### src/cda_pkg.sv
`timescale 1ns / 1ps

package cda_pkg;

    // Field widths
    localparam int CDA_MONTH_W = 4;
    localparam int CDA_DAY_W   = 5;
    localparam int CDA_YEAR_W  = 14;
    localparam int CDA_DUR_W   = 13;

    // Year register carries one spare bit so that years past the field range still count
    localparam int CDA_YACC_W  = CDA_YEAR_W + 1;

    localparam int CDA_MAX_DURATION = 4096;

    // Operation codes
    localparam logic CDA_OP_ADD_DAYS = 1'b0;
    localparam logic CDA_OP_ONE_YEAR = 1'b1;

    // Calendar constants
    localparam logic [CDA_MONTH_W-1:0] CDA_JANUARY  = 4'd1;
    localparam logic [CDA_MONTH_W-1:0] CDA_FEBRUARY = 4'd2;
    localparam logic [CDA_MONTH_W-1:0] CDA_DECEMBER = 4'd12;
    localparam logic [CDA_YEAR_W-1:0]  CDA_YEAR_LIMIT = 14'd9999;

    // Year mod 400 through a reciprocal: q = (y * 5243) >> 21 is exact for 14-bit y
    localparam int CDA_CYCLE_W   = 9;
    localparam int CDA_QUOT_W    = 6;
    localparam int CDA_RECIP_W   = 13;
    localparam int CDA_RECIP_SH  = 21;
    localparam logic [CDA_RECIP_W-1:0] CDA_RECIP_400 = 13'd5243;
    localparam logic [CDA_CYCLE_W-1:0] CDA_CYCLE_400 = 9'd400;
    localparam logic [CDA_CYCLE_W-1:0] CDA_CYCLE_LAST = 9'd399;
    localparam logic [CDA_CYCLE_W-1:0] CDA_CENTURY_1 = 9'd100;
    localparam logic [CDA_CYCLE_W-1:0] CDA_CENTURY_2 = 9'd200;
    localparam logic [CDA_CYCLE_W-1:0] CDA_CENTURY_3 = 9'd300;

    // Commands from the controller to the datapath
    typedef struct packed {
        logic load;
        logic calc_q;
        logic calc_r;
        logic step;
        logic year_end;
        logic capture;
    } cda_cmd_t;

    // Status back to the controller
    typedef struct packed {
        logic more;
        logic op;
    } cda_status_t;

    // Leap year from the year's position in the 400-year cycle
    function automatic logic cda_leap(input logic [CDA_CYCLE_W-1:0] pos);
        logic result;
        if (pos == '0)
            result = 1'b1;
        else if (pos == CDA_CENTURY_1 || pos == CDA_CENTURY_2 || pos == CDA_CENTURY_3)
            result = 1'b0;
        else
            result = (pos[1:0] == 2'b00);
        return result;
    endfunction

    // Days in a month; codes outside 1..12 count as 30-day months
    function automatic logic [CDA_DAY_W-1:0] cda_month_len(input logic [CDA_MONTH_W-1:0] m,
                                                           input logic leap);
        logic [CDA_DAY_W-1:0] len;
        unique case (m)
            4'd1, 4'd3, 4'd5, 4'd7, 4'd8, 4'd10, 4'd12: len = 5'd31;
            4'd2:    len = leap ? 5'd29 : 5'd28;
            default: len = 5'd30;
        endcase
        return len;
    endfunction

    // Advance a position in the 400-year cycle by one year
    function automatic logic [CDA_CYCLE_W-1:0] cda_cycle_inc(input logic [CDA_CYCLE_W-1:0] pos);
        return (pos == CDA_CYCLE_LAST) ? '0 : pos + 1'b1;
    endfunction

endpackage

### src/calendar_date_adder.sv
`timescale 1ns / 1ps
// Sequence: load, year mod 400 (quotient, then remainder), then for operation 0 one day
//   advanced per step, or for operation 1 a single year-end step; then capture.
// Requests are taken one at a time; the next is taken once the result is in the output
//   register, which may still wait on the output side.
// Reset: asynchronous, active low; clears the controller and the output valid.

module calendar_date_adder import cda_pkg::*; #(
    parameter int MAX_DURATION = CDA_MAX_DURATION
) (
    input  logic                   clk,
    input  logic                   rst_n,
    input  logic                   in_valid,
    output logic                   in_stall,
    input  logic                   operation,
    input  logic [CDA_MONTH_W-1:0] start_month,
    input  logic [CDA_DAY_W-1:0]   start_day,
    input  logic [CDA_YEAR_W-1:0]  start_year,
    input  logic [CDA_DUR_W-1:0]   duration_days,
    output logic                   out_valid,
    input  logic                   out_stall,
    output logic [CDA_MONTH_W-1:0] end_month,
    output logic [CDA_DAY_W-1:0]   end_day,
    output logic [CDA_YEAR_W-1:0]  end_year,
    output logic                   year_overflow
);

    cda_cmd_t    cmd;
    cda_status_t status;

    cda_controller u_ctrl (
        .clk       (clk),
        .rst_n     (rst_n),
        .in_valid  (in_valid),
        .in_stall  (in_stall),
        .out_valid (out_valid),
        .out_stall (out_stall),
        .cmd       (cmd),
        .status    (status)
    );

    cda_datapath #(
        .MAX_DURATION (MAX_DURATION)
    ) u_dp (
        .clk           (clk),
        .cmd           (cmd),
        .status        (status),
        .operation     (operation),
        .start_month   (start_month),
        .start_day     (start_day),
        .start_year    (start_year),
        .duration_days (duration_days),
        .end_month     (end_month),
        .end_day       (end_day),
        .end_year      (end_year),
        .year_overflow (year_overflow)
    );

`ifndef SYNTHESIS
    // An accepted request keeps the input side busy on the next cycle
    assert property (@(posedge clk) disable iff (!rst_n)
        in_valid && !in_stall |=> in_stall)
        else $error("input taken while a request is in progress");

    // A saturated year always reports as the limit
    assert property (@(posedge clk) disable iff (!rst_n)
        out_valid && year_overflow |-> end_year == CDA_YEAR_LIMIT)
        else $error("overflow flagged without a saturated year");

    // A result appears only after a request was being worked on
    assert property (@(posedge clk) disable iff (!rst_n)
        $rose(out_valid) |-> $past(in_stall))
        else $error("result raised without a request in progress");
`endif

endmodule

### src/cda_datapath.sv
`timescale 1ns / 1ps

module cda_datapath import cda_pkg::*; #(
    parameter int MAX_DURATION = CDA_MAX_DURATION
) (
    input  logic                   clk,
    input  cda_cmd_t               cmd,
    output cda_status_t            status,
    input  logic                   operation,
    input  logic [CDA_MONTH_W-1:0] start_month,
    input  logic [CDA_DAY_W-1:0]   start_day,
    input  logic [CDA_YEAR_W-1:0]  start_year,
    input  logic [CDA_DUR_W-1:0]   duration_days,
    output logic [CDA_MONTH_W-1:0] end_month,
    output logic [CDA_DAY_W-1:0]   end_day,
    output logic [CDA_YEAR_W-1:0]  end_year,
    output logic                   year_overflow
);

    localparam int CNT_W = $clog2(MAX_DURATION + 1);
    localparam int CMP_W = (CNT_W > CDA_DUR_W) ? CNT_W : CDA_DUR_W;
    localparam int PROD_W = CDA_YEAR_W + CDA_RECIP_W;

    logic                   op_reg, op_next;
    logic [CDA_MONTH_W-1:0] month_reg, month_next;
    logic [CDA_DAY_W-1:0]   day_reg, day_next;
    logic [CDA_YACC_W-1:0]  year_reg, year_next;
    logic [CDA_CYCLE_W-1:0] cycle_reg, cycle_next;
    logic [CDA_QUOT_W-1:0]  quot_reg, quot_next;
    logic [CNT_W-1:0]       cnt_reg, cnt_next;

    logic [CDA_MONTH_W-1:0] end_month_reg;
    logic [CDA_DAY_W-1:0]   end_day_reg;
    logic [CDA_YEAR_W-1:0]  end_year_reg;
    logic                   year_overflow_reg;

    logic [CMP_W-1:0]       dur_cmp;
    logic [CMP_W-1:0]       dur_sat;
    logic [PROD_W-1:0]      recip_prod;
    logic [CDA_YEAR_W-1:0]  quot_scaled;
    logic [CDA_DAY_W:0]     day_inc;
    logic [CDA_MONTH_W:0]   month_inc;
    logic [CDA_CYCLE_W-1:0] cycle_plus;
    logic [CDA_MONTH_W-1:0] month_prev;
    logic                   year_past_limit;

    // Clamp the duration to the supported maximum
    always_comb
    begin
        dur_cmp = CMP_W'(duration_days);
        dur_sat = (dur_cmp > CMP_W'(MAX_DURATION)) ? CMP_W'(MAX_DURATION) : dur_cmp;
    end

    // Year mod 400: quotient by reciprocal, then remainder
    assign recip_prod  = PROD_W'(year_reg[CDA_YEAR_W-1:0]) * PROD_W'(CDA_RECIP_400);
    assign quot_scaled = CDA_YEAR_W'(quot_reg) * CDA_YEAR_W'(CDA_CYCLE_400);

    assign day_inc    = {1'b0, day_reg} + 1'b1;
    assign month_inc  = {1'b0, month_reg} + 1'b1;
    assign cycle_plus = cda_cycle_inc(cycle_reg);
    assign month_prev = month_reg - 1'b1;

    // Next-state logic for the working date
    always_comb
    begin
        op_next    = op_reg;
        month_next = month_reg;
        day_next   = day_reg;
        year_next  = year_reg;
        cycle_next = cycle_reg;
        quot_next  = quot_reg;
        cnt_next   = cnt_reg;
        if (cmd.load)
        begin
            op_next    = operation;
            month_next = start_month;
            day_next   = start_day;
            year_next  = CDA_YACC_W'(start_year);
            cnt_next   = CNT_W'(dur_sat);
        end
        else if (cmd.calc_q)
        begin
            quot_next = recip_prod[CDA_RECIP_SH +: CDA_QUOT_W];
        end
        else if (cmd.calc_r)
        begin
            cycle_next = CDA_CYCLE_W'(year_reg[CDA_YEAR_W-1:0] - quot_scaled);
        end
        else if (cmd.step)
        begin
            // Advance one day, rolling month and year as needed
            cnt_next = cnt_reg - 1'b1;
            if (day_inc > {1'b0, cda_month_len(month_reg, cda_leap(cycle_reg))})
            begin
                day_next = CDA_DAY_W'(1);
                if (month_inc > {1'b0, CDA_DECEMBER})
                begin
                    month_next = CDA_JANUARY;
                    year_next  = year_reg + 1'b1;
                    cycle_next = cycle_plus;
                end
                else
                begin
                    month_next = month_inc[CDA_MONTH_W-1:0];
                end
            end
            else
            begin
                day_next = day_inc[CDA_DAY_W-1:0];
            end
        end
        else if (cmd.year_end)
        begin
            // Same date next year, minus one day
            if (day_reg <= CDA_DAY_W'(1))
            begin
                if (month_reg <= CDA_JANUARY)
                begin
                    month_next = CDA_DECEMBER;
                    day_next   = cda_month_len(CDA_DECEMBER, 1'b0);
                end
                else
                begin
                    month_next = month_prev;
                    day_next   = cda_month_len(month_prev, cda_leap(cycle_plus));
                    year_next  = year_reg + 1'b1;
                end
            end
            else
            begin
                day_next  = day_reg - 1'b1;
                year_next = year_reg + 1'b1;
            end
        end
    end

    always_ff @(posedge clk)
    begin
        op_reg    <= op_next;
        month_reg <= month_next;
        day_reg   <= day_next;
        year_reg  <= year_next;
        cycle_reg <= cycle_next;
        quot_reg  <= quot_next;
        cnt_reg   <= cnt_next;
    end

    // Capture the finished date, saturating the year
    assign year_past_limit = (year_reg > CDA_YACC_W'(CDA_YEAR_LIMIT));

    always_ff @(posedge clk)
    begin
        if (cmd.capture)
        begin
            end_month_reg     <= month_reg;
            end_day_reg       <= day_reg;
            end_year_reg      <= year_past_limit ? CDA_YEAR_LIMIT
                                                 : year_reg[CDA_YEAR_W-1:0];
            year_overflow_reg <= year_past_limit;
        end
    end

    assign status.more   = (cnt_reg > CNT_W'(1));
    assign status.op     = op_reg;

    assign end_month     = end_month_reg;
    assign end_day       = end_day_reg;
    assign end_year      = end_year_reg;
    assign year_overflow = year_overflow_reg;

endmodule

### src/cda_controller.sv
`timescale 1ns / 1ps

module cda_controller import cda_pkg::*; (
    input  logic        clk,
    input  logic        rst_n,
    input  logic        in_valid,
    output logic        in_stall,
    output logic        out_valid,
    input  logic        out_stall,
    output cda_cmd_t    cmd,
    input  cda_status_t status
);

    localparam logic [2:0] ST_IDLE   = 3'd0;
    localparam logic [2:0] ST_QUOT   = 3'd1;
    localparam logic [2:0] ST_REM    = 3'd2;
    localparam logic [2:0] ST_STEP   = 3'd3;
    localparam logic [2:0] ST_YEAR   = 3'd4;
    localparam logic [2:0] ST_FINISH = 3'd5;

    logic [2:0] state_reg, state_next;
    logic       out_valid_reg, out_valid_next;
    logic       out_free;

    // Output register can take a new date when empty or being drained
    assign out_free = !out_valid_reg || !out_stall;

    always_comb
    begin
        state_next     = state_reg;
        out_valid_next = out_valid_reg && out_stall;
        cmd            = '0;
        unique case (state_reg)
            ST_IDLE:
            begin
                if (in_valid)
                begin
                    cmd.load   = 1'b1;
                    state_next = ST_QUOT;
                end
            end
            ST_QUOT:
            begin
                cmd.calc_q = 1'b1;
                state_next = ST_REM;
            end
            ST_REM:
            begin
                cmd.calc_r = 1'b1;
                state_next = (status.op == CDA_OP_ONE_YEAR) ? ST_YEAR : ST_STEP;
            end
            ST_STEP:
            begin
                // Advance one day per cycle until the count runs out
                if (status.more)
                    cmd.step = 1'b1;
                else
                    state_next = ST_FINISH;
            end
            ST_YEAR:
            begin
                cmd.year_end = 1'b1;
                state_next   = ST_FINISH;
            end
            ST_FINISH:
            begin
                // Hold the result until the output register frees up
                if (out_free)
                begin
                    cmd.capture    = 1'b1;
                    out_valid_next = 1'b1;
                    state_next     = ST_IDLE;
                end
            end
            default:
            begin
                state_next = ST_IDLE;
            end
        endcase
    end

    always_ff @(posedge clk or negedge rst_n)
    begin
        if (!rst_n)
        begin
            state_reg     <= ST_IDLE;
            out_valid_reg <= 1'b0;
        end
        else
        begin
            state_reg     <= state_next;
            out_valid_reg <= out_valid_next;
        end
    end

    assign in_stall  = (state_reg != ST_IDLE);
    assign out_valid = out_valid_reg;

endmodule
### config.mk
export PLATFORM = sky130hd
export DESIGN_NAME = calendar_date_adder
export DESIGN_NICKNAME = d
export VERILOG_FILES = /design/src/cda_pkg.sv /design/src/calendar_date_adder.sv /design/src/cda_datapath.sv /design/src/cda_controller.sv
export SDC_FILE = /design/constraint.sdc
export NUM_CORES = 1
export LEC_CHECK = 0
export ABC_CLOCK_PERIOD_IN_PS = 14700
export BUFFER_PORTS_ARGS = -buffer_cell sky130_fd_sc_hd__clkbuf_2
export CAP_MARGIN = 20
export CORE_UTILIZATION = 60
export CTS_CLUSTER_SIZE = 24
export DETAILED_ROUTE_END_ITERATION = 12
export HOLD_SLACK_MARGIN = 0.02
export PLACE_DENSITY = 0.8
export SLEW_MARGIN = 20
export SYNTH_ARGS = -nofsm -noshare
export SYNTH_HDL_FRONTEND = slang
export SYNTH_HIERARCHICAL = 1
export SYNTH_SLANG_ARGS = --single-unit
### constraint.sdc
create_clock -name clk -period 14.7 [get_ports clk]
set_input_delay 2.205 -clock clk [delete_from_list [all_inputs] [get_ports clk]]
set_output_delay 2.205 -clock clk [all_outputs]
set_load 0.02 [all_outputs]
# [Word level (Yosys, flattened, before mapping)]
# Index checks and enable logic that the tools add are counted.
[word_totals] input_bits=41 word_cells=179 output_inout_bits=26 reg_bits=81
[op_classes] magnitude_cmp=7 muxes=75 n_reduce_logical=31 eq_ne=39 n_bitwise=3 add_sub_neg=8 n_mul=2
[op_table] op="$mux W15" n=6
[op_table] op="$mux W13" n=5
[op_table] op="$mux W5" n=12
[op_table] op="$mux W9" n=5
[op_table] op="$mux W14" n=3
[op_table] op="$mux W4" n=9
[op_table] op="$mux W1" n=28
[op_table] op="$eq A9 B9 Y1 const B" n=3
[op_table] op="$mul A14 B13 Y27 const B" n=1
[op_table] op="$eq A4 B4 Y1 const B" n=6
[op_table] op="$pmux W5 S2" n=2
[op_table] op="$eq A9 B7 Y1 const B" n=2
[op_table] op="$eq A9 B8 Y1 const B" n=2
[op_table] op="$logic_not A9 Y1" n=2
[op_table] op="$pmux W3 S6" n=1
[op_table] op="$eq A4 B2 Y1 const B" n=4
[op_table] op="$eq A4 B3 Y1 const B" n=4
[op_table] op="$add A15 B1 Y15 const B" n=1
[op_table] op="$gt A15 B14 Y1 const B" n=1
[op_table] op="$reduce_or A7 Y1" n=2
[op_table] op="$gt A13 B1 Y1 const B" n=1
[op_table] op="$gt A13 B13 Y1 const B" n=1
[op_table] op="$sub A13 B1 Y13 const B" n=1
[op_table] op="$mux W3" n=4
[op_table] op="32 further kinds" n=59

# [Logic depth before layout (Yosys ltp)]
[depth] depth_word=23 ltp_mapped=16 depth_no_buf=16

# [Modules after synthesis]
# The synthesis kept the hierarchy.
[by_module_without_submodules] module="cda_datapath" n_inst=1 area_each_um2=8071.5 seq_area_each_um2=2272.2 cells_per_inst=789
[by_module_without_submodules] module="cda_controller" n_inst=1 area_each_um2=245.2 seq_area_each_um2=100.1 cells_per_inst=33

# [Least setup slack after synthesis]
# Ideal clock, no wire load.
[synth_path] path_type="register to register" start="reg u_dp.year_reg[8]" end="reg u_dp.quot_reg[4], data pin" required_ps=14436 slack_ps=10078 n_path_buf=0 stages_incl_launch_ff=15 period_less_slack_ps=4622 setup_ps=264 t_arrival_ps=4358 cell_sequence="edfxtp_1 -> fa_1 -> ha_1 -> fa_1 -> fa_1 -> inv_1 -> fa_1 -> inv_1 -> ha_1 -> a211oi_1 -> o211ai_1 -> a32oi_1 -> o31ai_1 -> a221oi_1 -> xnor2_1"
[synth_between] elab_chain_len=1
[synth_rtl] element="from (decl)" line_no="cda_datapath.sv:27" source="logic [CDA_YACC_W-1:0] year_reg, year_next;"
[synth_rtl] element="from (signal assigned)" line_no="cda_datapath.sv:142" source="year_reg <= year_next;"
[synth_rtl] element="$mul A14 B13 Y27" line_no="cda_datapath.sv:55" source="assign recip_prod = PROD_W'(year_reg[CDA_YEAR_W-1:0]) * PROD_W'(CDA_RECIP_400);"
[synth_rtl] element="net u_dp.recip_prod[25]" line_no="cda_datapath.sv:39" source="logic [PROD_W-1:0] recip_prod;"
[synth_rtl] element="to (signal assigned)" line_no="cda_datapath.sv:144" source="quot_reg <= quot_next;"
[synth_rtl] element="to (decl)" line_no="cda_datapath.sv:29" source="logic [CDA_QUOT_W-1:0] quot_reg, quot_next;"
# The timed path passes the listed nets, and every way through them passes these cells.
# A chain may end at the register's enable or synchronous reset.

# [Final worst setup path]
[layout_path] start="reg u_dp.year_reg[11]" end="reg u_dp.quot_reg[3], data pin"
# The elaborated chain is that of the path after synthesis.

==> flow_summary.ini <==
[place]
portBuffers = 66
hpwl_um = 14500
routabilityCongestion = 0.895
dpl-instance-area_um2 = 8800
dpl_worst_slack_ns = 9.62
dp.cells = 1046

[global_route]
grt-ovfl-total = 0
grt_max_degree = 65
antenna_found_initial = 0
grt_pass1_wl_um = 30400
grt_use_total_pct = 27.6
grt_pass1_vias = 6092

[timing]
setup_viol = 0
period_share_pct = 34.7
final.min_clock_period_ns = 5.10
setup_slack_ns = 9.60
relSlewSlack_pct = 26.2
hold_viol = 0
maxClockFrequency_ghz = 0.196
finClkSkew_ns = 0.00607
slew_viol_final = 0
whs_ns = 0.563
tightest_slew_ns = 1.11
grt_setup_unrepaired = no
tns_ns = 0

[synthesis]
synth_area_leaders = edfxtp_1 (27%), ha_1 (20%), fa_1 (15%), inv_1 (6.3%), xnor2_1 (4.4%)
syn_nets = 1059
yosys.area.top_type = edfxtp_1
synthDistinctLibCells = 70
synth_top_area_share_pct = 27.1
synth-async-reset-ratio_pct = 5.00
synth_enable_flop_cells = 75
ys_seq_area_share_pct = 28.5
synth_area_um2 = 8320
ys_warn_count = 6
synth_ff_type = edfxtp_1
synth_seq_cells = 80
syn_area_per_cell_um2 = 10.1
synthCells = 822

[drt]
wire_per_inst_um = 17.3
ant_nets = 0
vias_per_cell = 5.81
drtPass1Iterations = 5
wl_um = 18400
drc = 0
via_count = 6168
drt_iter0_markers = 554

[worst_setup_path]
critPathMaxStageDelay_ns = 0.71
cp.arrival_ns = 5.20
cp_slowest_cell = edfxtp_1
path_buf_inv = 4
path_delay_family = adder cells
crit_cells = 15
worstPathCellList = fa_1 > ha_1 > inv_1 > fa_1 > inv_1 > fa_1 > inv_1 > fa_1 > inv_1 > ha_1 > and3_1 > nand4_1 > o31ai_1 > a41oi_1 > xnor2_1
path_max_fanout = 11
r2r_start = u_dp/year_reg[11]
critical_path.startpoint = u_dp/year_reg[11]
endpoint_kind = flop
critPathKind = flop to flop
critPathLaunchType = flop
rr_worst_depth = 15
required_ns = 14.80

[clocking]
tritoncts = done
cts-htree-levels = 3
numCtsBuffers = 9
clkTransAtPathRegs_ns = 0.06
cts_hold_buf = 0
cts_sinks = 80
clk_latency_ns = 0.35
clockBufferDepth = 2
root_buffer = clkbuf_16
cts_resized = 0
postCtsSetupRepairBufs = 0

[finish]
drive_above_1_share_pct = 11.5
largest_register_ffs = 15
fillers = 1036
stdcell_count = 1062
antenna_cells = 0
areaGrowthSynthToFinish_pct = 9.57
final_area_um2 = 9110
nNetsFinal = 1118

[min_path]
hold_path.class = flop to flop
min-delay-start = u_ctrl/out_valid
min_path_cells = 2

[job]
maxCapViolations = 0

[floorplan]
die_x_um = 120
initial_core_util_pct = 62.1
die_y_um = 120
ioPinCount = 67
die-area_um2 = 14300
coreArea_um2 = 13400
rows = 42

[run_status]
status = complete, no violations

[power]
p_per_area_nw_per_um2 = 140
power.leakage_nw = 4.18
ir_worst_vdd_uv = 76.8
[final timing paths]
kind                                        to  slack (ns)
min                           u_ctrl/out_valid        0.56
max                           u_dp/quot_reg[3]        9.60
min in group asynchronous     u_ctrl/out_valid        1.65
max reg2reg                   u_dp/quot_reg[3]        9.60
min reg2reg                   u_ctrl/out_valid        0.56
max in group asynchronous  u_ctrl/state_reg[1]       12.92
[cell usage in the layout, fill, tap and decap left out, types with 3 or more instances in the layout]
master / synthesis / layout
inv_1: 139 / 139
ha_1: 133 / 133
edfxtp_1: 75 / 75
nand2_1: 70 / 70
clkbuf_2: 0 / 66
fa_1: 63 / 63
xnor2_1: 42 / 42
o21ai_0: 40 / 40
nor2_1: 28 / 25
a21oi_1: 21 / 21
nand3_1: 18 / 18
nor3_1: 17 / 16
and2_1: 12 / 12
xor2_1: 11 / 11
nand2b_1: 10 / 10
o22ai_1: 10 / 10
clkbuf_16: 0 / 9
a21o_1: 9 / 9
nor4_1: 9 / 9
nand4_1: 7 / 7
o31ai_1: 7 / 6
nor2b_1: 5 / 5
dfrtp_1: 4 / 4
a211oi_1: 4 / 4
mux2_2: 4 / 4
buf_4: 3 / 4
or3_1: 3 / 3
nor3b_1: 3 / 3
a31oi_1: 3 / 3
o211ai_1: 3 / 3
a41oi_1: 3 / 3
and3_1: 3 / 3
and4_1: 3 / 3
mux2i_1: 3 / 3
a311oi_1: 3 / 3
[cells in the mapped netlist, drive strengths merged, types with 2 or more instances]
cell type,instances
inv,139
ha,133
edfxtp,75
nand2,70
fa,63
xnor2,42
o21ai,41
nor2,29
a21oi,21
nor3,19
nand3,18
clkbuf,14
and2,13
xor2,11
nand2b,10
nor4,10
o22ai,10
a21o,9
buf,8
nand4,7
o31ai,7
nor2b,5
a211oi,4
dfrtp,4
mux2,4
a311oi,3
a31oi,3
a41oi,3
and3,3
and4,3
mux2i,3
nor3b,3
o211ai,3
or2,3
or3,3
a2111oi,2
a221oi,2
a2bb2oi,2
nor4bb,2
[layer usage]
metal  track usage, %  routed length, um  up-vias
li1                 -                  -     2917
met1             36.9               8000     2994
met2             44.0               8710      223
met3             6.51               1250       34
met4             9.53                450        0
met5                0                  0        -
[final cells by class]
cell class              count  area [um^2]  share of cell area, %
repair buffers             70          360                   3.95
clock buffers              10          229                   2.51
clock inverters             6         82.6                  0.906
inverters                 140          526                   5.77
multi-input cells         580         5320                   58.4
well taps                 176          220                   2.42
flip-flops and latches     80         2370                   26.0
[stage by stage]
stage | util (%) | total power, W
CTS | 68.0 | 0.00128
floorplan | - | 0.000872
finish | 68.0 | 0.00127
detailed placement | 65.7 | 0.00103
global route | 68.0 | 0.00140
global placement | 65.7 | 0.00100
[logic make-up after synthesis]
group	after synthesis	synth area share (%)
fa+ha+maj	196	35.2
flops	80	28.5
compound gates	122	9.55
xor+xnor	53	5.58
buf+inv	162	7.85
simple gates	202	12.4
mux	7	0.903
[power by group]
group / total [W] / internal [W] / switching [W]
registers: 0.000369 / 0.000309 / 0.0000600
clock network: 0.000242 / 0.000148 / 0.0000935
logic: 0.000663 / 0.000294 / 0.000370
[tightest hold or removal path, stage by stage (launching register included)]
cell and delay (ns):
dfrtp_1 0.34, nand2_1 0.10, o21ai_0 0.09
No activity file was read; power rests on OpenSTA's default activity.
